**config.mk**
```make
export PLATFORM = sky130hd
export DESIGN_NAME = keyed_channel_table_upsert_remove
export DESIGN_NICKNAME = d
export VERILOG_FILES = /design/src/hdl/kct_pkg.sv /design/src/hdl/kct_cell.sv /design/src/hdl/keyed_channel_table_upsert_remove.sv
export SDC_FILE = /design/constraint.sdc
export NUM_CORES = 1
export LEC_CHECK = 0
export BUFFER_PORTS_ARGS = -buffer_cell sky130_fd_sc_hd__buf_2
export CAP_MARGIN = 0
export CORE_MARGIN = 2
export CORE_UTILIZATION = 38
export DETAILED_ROUTE_END_ITERATION = 10
export PLACE_DENSITY = 0.6
export SLEW_MARGIN = 0
export SYNTH_ARGS = -nofsm -noshare
export SYNTH_HDL_FRONTEND = slang
export SYNTH_SLANG_ARGS = --single-unit
```
**constraint.sdc**
```tcl
create_clock -name clk_i -period 8.6 [get_ports clk_i]
set_clock_uncertainty 0.05 [all_clocks]
set_input_delay 0.86 -clock clk_i [delete_from_list [all_inputs] [get_ports clk_i]]
set_output_delay 0.86 -clock clk_i [all_outputs]
set_load 0.02 [all_outputs]
```
**src/hdl/kct_pkg.sv**
```systemverilog
package kct_pkg;

  localparam int unsigned TableCapacity = 8;
  localparam int unsigned CountWidth    = 4;

  typedef enum logic {
    ReqUpsert = 1'b0,
    ReqRemove = 1'b1
  } req_type_e;

  typedef enum logic {
    StatusOk   = 1'b0,
    StatusFull = 1'b1
  } status_e;

  typedef struct packed {
    req_type_e   req_type;
    logic [11:0] conn_handle;
    logic [5:0]  chan_num;
    logic        dir_bit;
    logic [15:0] local_id;
    logic [15:0] remote_id;
    logic        initiator;
    logic [15:0] send_credits;
    logic [15:0] recv_credits;
    logic [15:0] recv_total;
    logic [15:0] frame_limit;
  } req_t;

  typedef struct packed {
    status_e               status_code;
    logic                  incomplete;
    logic [CountWidth-1:0] entry_count;
  } rsp_t;

  typedef struct packed {
    logic [11:0] conn_handle;
    logic [5:0]  chan_num;
    logic        dir_bit;
  } key_t;

  typedef struct packed {
    logic [15:0] local_id;
    logic [15:0] remote_id;
    logic        initiator;
    logic [15:0] send_credits;
    logic [15:0] recv_credits;
    logic [15:0] recv_total;
    logic [15:0] frame_limit;
  } payload_t;

  typedef struct packed {
    key_t     key;
    payload_t pay;
  } rec_t;

  // Per-cell control from the table controller.
  typedef struct packed {
    logic occupied;  // an item is in process and the cell index is below the entry count
    logic tail;      // cell index equals the entry count
    logic append;    // the current upsert missed and the table has room
  } cell_ctl_t;

endpackage

```
**src/hdl/kct_cell.sv**
```systemverilog
module kct_cell (
  input  logic                clk_i,
  input  kct_pkg::req_t       req_i,
  input  kct_pkg::cell_ctl_t  ctl_i,
  input  logic                hit_before_i,
  input  kct_pkg::rec_t       next_rec_i,
  output logic                hit_o,
  output kct_pkg::rec_t       rec_o
);

  kct_pkg::rec_t rec_q, rec_d;
  kct_pkg::key_t req_key;
  kct_pkg::payload_t req_pay;
  logic match, first;

  assign req_key = '{conn_handle: req_i.conn_handle,
                     chan_num:    req_i.chan_num,
                     dir_bit:     req_i.dir_bit};
  assign req_pay = '{local_id:     req_i.local_id,
                     remote_id:    req_i.remote_id,
                     initiator:    req_i.initiator,
                     send_credits: req_i.send_credits,
                     recv_credits: req_i.recv_credits,
                     recv_total:   req_i.recv_total,
                     frame_limit:  req_i.frame_limit};

  assign match = ctl_i.occupied && (rec_q.key == req_key);
  assign first = match && !hit_before_i;
  assign hit_o = hit_before_i || match;

  always_comb begin
    rec_d = rec_q;
    if (req_i.req_type == kct_pkg::ReqRemove) begin
      // Every cell from the first match upward takes its upper neighbor's record.
      if (hit_o) begin
        rec_d = next_rec_i;
      end
    end else if (first) begin
      rec_d.pay = req_pay;
    end else if (ctl_i.append && ctl_i.tail) begin
      rec_d.key = req_key;
      rec_d.pay = req_pay;
    end
  end

  always_ff @(posedge clk_i) begin
    rec_q <= rec_d;
  end

  assign rec_o = rec_q;

endmodule

```
**src/hdl/keyed_channel_table_upsert_remove.sv**
```systemverilog
// Channel   Ports                      Direction  Handshake
// request   start_i, busy_o, req_i     in         taken when start_i && !busy_o
// result    done_o, rsp_o              out        valid for the one cycle done_o is high
//
// An item is registered at acceptance and processed by the cell row in the next
// cycle, so busy_o is high for that cycle and no new item is taken meanwhile.
// The result word appears on rsp_o in the cycle after processing, with done_o.
// Reset clears the entry count, the incomplete flag and the pipeline strobes;
// the record cells are not reset. The receiver cannot stall the result.
module keyed_channel_table_upsert_remove #(
  parameter int unsigned TableCapacity = kct_pkg::TableCapacity
) (
  input  logic          clk_i,
  input  logic          rst_ni,
  input  logic          start_i,
  output logic          busy_o,
  input  kct_pkg::req_t req_i,
  output logic          done_o,
  output kct_pkg::rsp_t rsp_o
);

  localparam int unsigned CntW = $clog2(TableCapacity + 1);
  localparam int unsigned CountWidth = kct_pkg::CountWidth;

  kct_pkg::req_t     req_q;
  logic              valid_q;
  logic [CntW-1:0]   count_q, count_d;
  logic              flag_q, flag_d;
  logic              done_q;
  kct_pkg::rsp_t     rsp_q;

  kct_pkg::cell_ctl_t ctl   [TableCapacity];
  kct_pkg::rec_t      rec   [TableCapacity];
  logic [TableCapacity:0] hit_chain;

  logic is_remove, hit, full, append;
  logic [CntW+CountWidth-1:0] count_ext;

  assign busy_o = valid_q;

  always_ff @(posedge clk_i or negedge rst_ni) begin
    if (!rst_ni) begin
      valid_q <= 1'b0;
    end else begin
      valid_q <= start_i && !valid_q;
    end
  end

  always_ff @(posedge clk_i) begin
    if (start_i && !valid_q) begin
      req_q <= req_i;
    end
  end

  assign is_remove = (req_q.req_type == kct_pkg::ReqRemove);
  assign hit       = hit_chain[TableCapacity];
  assign full      = (count_q == CntW'(TableCapacity));
  assign append    = valid_q && !is_remove && !hit && !full;

  assign hit_chain[0] = 1'b0;

  for (genvar i = 0; i < TableCapacity; i++) begin : g_cell
    assign ctl[i].occupied = valid_q && (CntW'(i) < count_q);
    assign ctl[i].tail     = (CntW'(i) == count_q);
    assign ctl[i].append   = append;

    kct_cell u_cell (
      .clk_i        (clk_i),
      .req_i        (req_q),
      .ctl_i        (ctl[i]),
      .hit_before_i (hit_chain[i]),
      .next_rec_i   (rec[(i + 1 < TableCapacity) ? i + 1 : i]),
      .hit_o        (hit_chain[i+1]),
      .rec_o        (rec[i])
    );
  end

  always_comb begin
    count_d = count_q;
    flag_d  = flag_q;
    if (valid_q) begin
      if (is_remove) begin
        if (hit) begin
          count_d = count_q - CntW'(1);
        end
      end else if (!hit) begin
        if (full) begin
          flag_d = 1'b1;
        end else begin
          count_d = count_q + CntW'(1);
        end
      end
    end
  end

  assign count_ext = (CntW + CountWidth)'(count_d);

  always_ff @(posedge clk_i or negedge rst_ni) begin
    if (!rst_ni) begin
      count_q <= '0;
      flag_q  <= 1'b0;
      done_q  <= 1'b0;
    end else begin
      count_q <= count_d;
      flag_q  <= flag_d;
      done_q  <= valid_q;
    end
  end

  always_ff @(posedge clk_i) begin
    if (valid_q) begin
      rsp_q.status_code <= (!is_remove && !hit && full) ? kct_pkg::StatusFull
                                                        : kct_pkg::StatusOk;
      rsp_q.incomplete  <= flag_d;
      rsp_q.entry_count <= count_ext[CountWidth-1:0];
    end
  end

  assign done_o = done_q;
  assign rsp_o  = rsp_q;

`ifndef SYNTHESIS
  a_count_bound: assert property (@(posedge clk_i) disable iff (!rst_ni)
    count_q <= CntW'(TableCapacity))
    else $error("entry count above capacity");

  a_single_item: assert property (@(posedge clk_i) disable iff (!rst_ni)
    valid_q |=> !valid_q)
    else $error("item accepted while busy");

  a_done_follows: assert property (@(posedge clk_i) disable iff (!rst_ni)
    done_q |-> $past(valid_q))
    else $error("result without a processed item");

  a_flag_sticky: assert property (@(posedge clk_i) disable iff (!rst_ni)
    flag_q |=> flag_q)
    else $error("incomplete flag cleared");

  a_full_status: assert property (@(posedge clk_i) disable iff (!rst_ni)
    (done_q && rsp_q.status_code == kct_pkg::StatusFull) |->
      (count_q == CntW'(TableCapacity) && flag_q))
    else $error("refused insert with room left");
`endif

endmodule

```
---- Word-level counts from Yosys, hierarchy flattened ----
Cells that the tools add are included.
word-level totals
  flip-flop bits (word level) ............. 961
  bits of input ports ..................... 120
  output and inout bits ................... 8
operators by class
  add/subtract/negate cells ............... 2
  magnitude comparators ................... 8
  equality and inequality tests ........... 30
  multiplexer cells ....................... 47
  bitwise operators ....................... 2
  reduce and logical (&&, ||, !) cells .... 85
operator list
  cell                                                                         number
  116-bit 2-to-1 mux                                                           21
  97-bit 2-to-1 mux                                                            9
  19-bit == test                                                               8
  19-bit 2-to-1 mux                                                            7
  1-bit logical AND                                                            37
  3-bit AND reduction                                                          8
  4-bit 2-to-1 mux                                                             5
  3-bit nonzero test                                                           6
  3-bit by 4-bit == test with 1-bit output, first input constant               4
  3-bit by 4-bit less-than comparator with 1-bit output, first input constant  4
  2-bit nonzero test                                                           8
  2-bit by 1-bit inequality test with 1-bit output, second input constant      7
  2-bit inequality test, second input constant                                 7
  2-bit AND reduction                                                          7
  1-bit logical NOT                                                            11
  2-bit by 4-bit == test with 1-bit output, first input constant               2
  1-bit by 4-bit less-than comparator with 1-bit output, first input constant  2
  2-bit by 4-bit less-than comparator with 1-bit output, first input constant  2
  1-bit logical OR                                                             7
  1-bit 2-to-1 mux                                                             5
  4-bit by 1-bit adder with 4-bit output, second input constant                1
  1-bit by 4-bit == test with 1-bit output, first input constant               1
  4-bit == test, second input constant                                         1
  4-bit logical NOT                                                            1
  other kinds (2)                                                              3

---- Depth between registers and ports, before layout ----
  depth after elaboration ................. 17
  mapped depth ............................ 10

---- Cells and area by module ----
From an unflattened synthesis, not the netlist that was laid out.
second synthesis, totals
  cell total of the unflattened synthesis .. 2,412
  area total of the unflattened synthesis .. 45,198.3 um2
by module, submodules not included
  module                             instances  cells an instance  area an instance (um2)  sequential area each (um2)
  kct_cell                           8          277                5,113.7                 3,483.3
  keyed_channel_table_upsert_remove  1          196                4,289.1                 3,868.7

---- Worst setup path after synthesis ----
No wires, ideal clock.
  path type ............................... register to register
  start ................................... register count_q[1]
  end ..................................... register g_cell[7].u_cell.rec_q (netlist bit g_cell[7].u_cell.rec_o[100]) (enable)
  library setup time ...................... 0.423 ns
  arrival ................................. 3.263 ns
  data required time ...................... 8.127 ns
  setup slack ............................. 4.864 ns
  stages on the path, launching flop included .. 10
  cell sequence ........................... dfrtp_1 -> inv_1 -> ha_1 -> inv_1 -> o21ai_1 -> nand4b_2 -> o22ai_4 -> nor4_4 -> nand2_4 -> nor3b_1
on the way
  longest elaborated chain between the ends .. 15
  elaborated cells on any way between the ends .. 42
  classes of those cells .................. 8 x order compare; 2 x eq/ne; 1 x bitwise; 31 x reduce/logical
ends and longest elaborated chain
  element                                                RTL line                                  RTL
  start: declaration                                     keyed_channel_table_upsert_remove.sv:27   logic [CntW-1:0] count_q, count_d;
  start signal: assignment                               keyed_channel_table_upsert_remove.sv:104  count_q <= count_d;
  1-bit by 4-bit less-than comparator with 1-bit output  keyed_channel_table_upsert_remove.sv:63   assign ctl[i].occupied = valid_q && (CntW'(i) < count_q);
  1-bit logical AND                                      keyed_channel_table_upsert_remove.sv:63
  1-bit logical AND                                      kct_cell.sv:27                            assign match = ctl_i.occupied && (rec_q.key == req_key);
  1-bit logical OR (7 in a row)                          kct_cell.sv:29                            assign hit_o = hit_before_i || match;
  1-bit logical NOT                                      keyed_channel_table_upsert_remove.sv:58   assign append = valid_q && !is_remove && !hit && !full;
  1-bit logical AND (2 in a row)                         keyed_channel_table_upsert_remove.sv:58
  1-bit logical AND                                      kct_cell.sv:40                            end else if (ctl_i.append && ctl_i.tail) begin
  3-bit AND reduction (no line) *                        -
  end signal: assignment                                 kct_cell.sv:47                            rec_q <= rec_d;
  end: declaration                                       kct_cell.sv:11                            kct_pkg::rec_t rec_q, rec_d;
Every way passes the cells marked *; elsewhere a longest branch is shown, timed or not.
A chain may end at the register's enable or synchronous reset.

---- Final worst setup path ----
  start ................................... register req_q[101] (netlist bit)
  end ..................................... register g_cell[5].u_cell.rec_q (netlist bit g_cell[5].u_cell.rec_o[99]) (enable)
on the way
  longest elaborated chain between the ends .. 15
  elaborated cells on any way between the ends .. 33
  classes of those cells .................. 10 x eq/ne; 23 x reduce/logical
ends and longest elaborated chain
  element                          RTL line                                 RTL
  start: declaration               keyed_channel_table_upsert_remove.sv:25  kct_pkg::req_t req_q;
  start signal: assignment         keyed_channel_table_upsert_remove.sv:51  req_q <= req_i;
  19-bit == test                   kct_cell.sv:27
  1-bit logical AND                kct_cell.sv:27
  1-bit logical OR (7 in a row)    kct_cell.sv:29
  1-bit logical NOT                keyed_channel_table_upsert_remove.sv:58
  1-bit logical AND (2 in a row)   keyed_channel_table_upsert_remove.sv:58
  1-bit logical AND                kct_cell.sv:40
  2-bit nonzero test (no line)     -
  3-bit AND reduction (no line) *  -
  end signal: assignment           kct_cell.sv:47
  end: declaration                 kct_cell.sv:11
Marked as above.

==> results_dict.tcl <==
set metrics [dict create \
    dieWidth_um 159 \
    drive_above_1_share_pct 10.4 \
    grt_pass1_wl_mm 34.0 \
    synth_seq_area_share_pct 60.7 \
    gp_congestion 0.810 \
    hold_viol_final 0 \
    die_area_um2 25200 \
    setup_viol 0 \
    cts_buffer_depth 2 \
    critPathArrivalTime_ns 4.08 \
    mostFrequentLayoutCells "nand2_1, edfxtp_1, xnor2_1" \
    rsz0062_at_grt "false" \
    yosys-top-cells-area "edfxtp_1, nand2_1, xnor2_1" \
    cts_hold_buf 0 \
    wl_per_cell_um 19.2 \
    hold_path.class "in2async" \
    multi_input_area_um2 3330 \
    ff_latch_area_um2 5520 \
    slew_headroom_pct 31.5 \
    nets 947 \
    area_growth_pct 10.5 \
    clock-sinks 185 \
    peakVddDrop_mv 0.146 \
    async_flop_share_pct 3.78 \
    h-tree-depth 4 \
    leakagePower_nw 3.84 \
    min_period_over_period_pct 46.7 \
    final_common_cell "nand2_1" \
    start_util_pct 38.8 \
    synth.distinct_cells 51 \
    worstMarginPinSlew_ns 1.02 \
    startpoint_type "flip-flop" \
    port_buffers 30 \
    grt_pass1_vias 5599 \
    design.core.area_um2 23500 \
    synth_edf_count 178 \
    cts_made_buffers 17 \
    syn_inst 804 \
    drc 0 \
    fp-row-count 56 \
    synth.avg_cell_area_um2 11.3 \
    gr-usage-all-layers_pct 18.1 \
    ys_warn_count 0 \
    status "completed" \
    routed_wl_mm 22.2 \
    synth_flop_cell "edfxtp_1" \
    root_buffer "clkbuf_16" \
    cts_tree "built" \
    grt-ovfl-total 0 \
    cts_setup_buffers 0 \
    insertedDiodeCount 0 \
    cp.required_ns 8.66 \
    cts.clk_slew.worst_paths_ns 0.07 \
    maxSlewViolCount 0 \
    fp.dieH_um 159 \
    synth.top_cell.area_share_pct 58.8 \
    cts_resized 0 \
    cp-end-kind "flip-flop" \
    clk_latency_ns 0.43 \
    maxCapViolCount 0 \
    dp_hpwl_mm 15.7 \
    synth_nets 928 \
    grt_max_degree 86 \
    fill_cells 2247 \
    synth_top_area_cell "edfxtp_1" \
    ant_nets 0 \
    powerDensity_nw_per_um2 205 \
    vias_per_cell 5.01 \
    finish.utilization_pct 42.8 \
    fin_crit_ns 4.01 \
    cp_max_fo 14 \
    dr.first_iter.drc_count 495 \
    clock.fmax_ghz 0.249 \
    io_pins 128 \
    ys_ff_latch 185 \
    worstSetupPathType "reg2reg" \
    drtPass1Iterations 5 \
    grt_antenna_before_repair 0 \
    vias 5790 \
    finalSetupTns_ns 0 \
    netlist_area_um2 9100 \
]
final timing paths:
check	from	endpoint	slack, ns	cells after the start
min in group clk_i	flag_q	flag_q	0.43	1
worst min-delay path	rst_ni	done_o	0.20	1
worst max register to register	req_q[101]	g_cell[5].u_cell.rec_o[99]	4.59	9
worst max-delay path	req_q[101]	g_cell[5].u_cell.rec_o[99]	4.59	9
worst min register to register	flag_q	flag_q	0.43	1
max in group asynchronous	rst_ni	count_q[0]	8.13	1
where the power goes:
part	internal (mW)	leakage, nW	switching (mW)
registers	1.04	1.71	0.0538
logic	0.0806	1.87	0.139
clock network	0.402	0.264	0.352
logic make-up after synthesis:
kind of cell	count (synthesis)	share of synthesized area, %
AO/OA/AOI/OAI	36	2.83
XOR/XNOR	154	14.8
adder cells (fa/ha/maj)	4	0.550
buffers and inverters	46	2.94
flip-flops	185	60.7
multiplexers	1	0.110
AND/OR/NAND/NOR	378	18.1
cells in the mapped netlist, types with 3 or more instances:
cell	number
edfxtp_1	178
nand4_1	22
xor2_1	66
buf_6	5
inv_1	5
clkbuf_1	19
ha_1	4
nand2_1	294
a21oi_1	7
dfrtp_1	7
buf_4	15
nor2_1	9
nor2b_1	3
and3_1	8
nand3_1	5
xnor2_1	88
o21ai_0	5
nor4_1	20
nor3_1	5
metrics by stage:
| step | power, mW | instances | instance area (um2) | setup slack (ns) | hold slack, ns |
|---|---|---|---|---|---|
| 2_1_floorplan | 1.25 | 804 | 9100 | 4.86 | 0.378 |
| 3_3_place_gp | 1.33 | 1123 | 9500 | 4.62 | 0.418 |
| 3_5_place_dp | 1.33 | 1123 | 9500 | 4.63 | 0.415 |
| 4_1_cts | 2.08 | 1155 | 10100 | 4.61 | 0.202 |
| 5_1_grt | 2.14 | 1155 | 10100 | 4.40 | 0.210 |
| 6_report | 2.07 | 1155 | 10100 | 4.59 | 0.204 |
worst max-delay path, cell delays in order (launching register included):
cell,delay (ns)
edfxtp_1,0.73
xor2_1,0.32
nor4_1,0.15
nand4_1,0.25
o22ai_4,0.15
nor4_4,0.61
nand2_4,0.14
or4_4,0.49
o22ai_2,0.41
buf_4,0.36
routing by layer:
| layer | global-route usage (%) | routed length [um] | vias up |
|---|---|---|---|
| met3 | 3.08 | 983 | 31 |
| met5 | 0 | 0 | - |
| li1 | - | - | 2788 |
| met1 | 23.9 | 9880 | 2816 |
| met4 | 7.46 | 651 | 0 |
| met2 | 29.5 | 10700 | 155 |
cell type report:
cell class | count | area share (%)
tap | 319 | 3.97
multi-input combinational | 573 | 33.2
inverter | 6 | 0.224
sequential | 185 | 54.9
clock inverter | 13 | 1.17
clock buffer | 19 | 4.31
timing repair buffer | 40 | 2.24
flip-flops by register name (all words and copies together) (netlist names):
signal               count
busy_o                   1
count_q                  4
done_o                   1
flag_q                   1
g_cell.u_cell.rec_o    152
is_remove                1
req_q                   19
rsp_o                    6
Power figures use the tool's default switching activity.
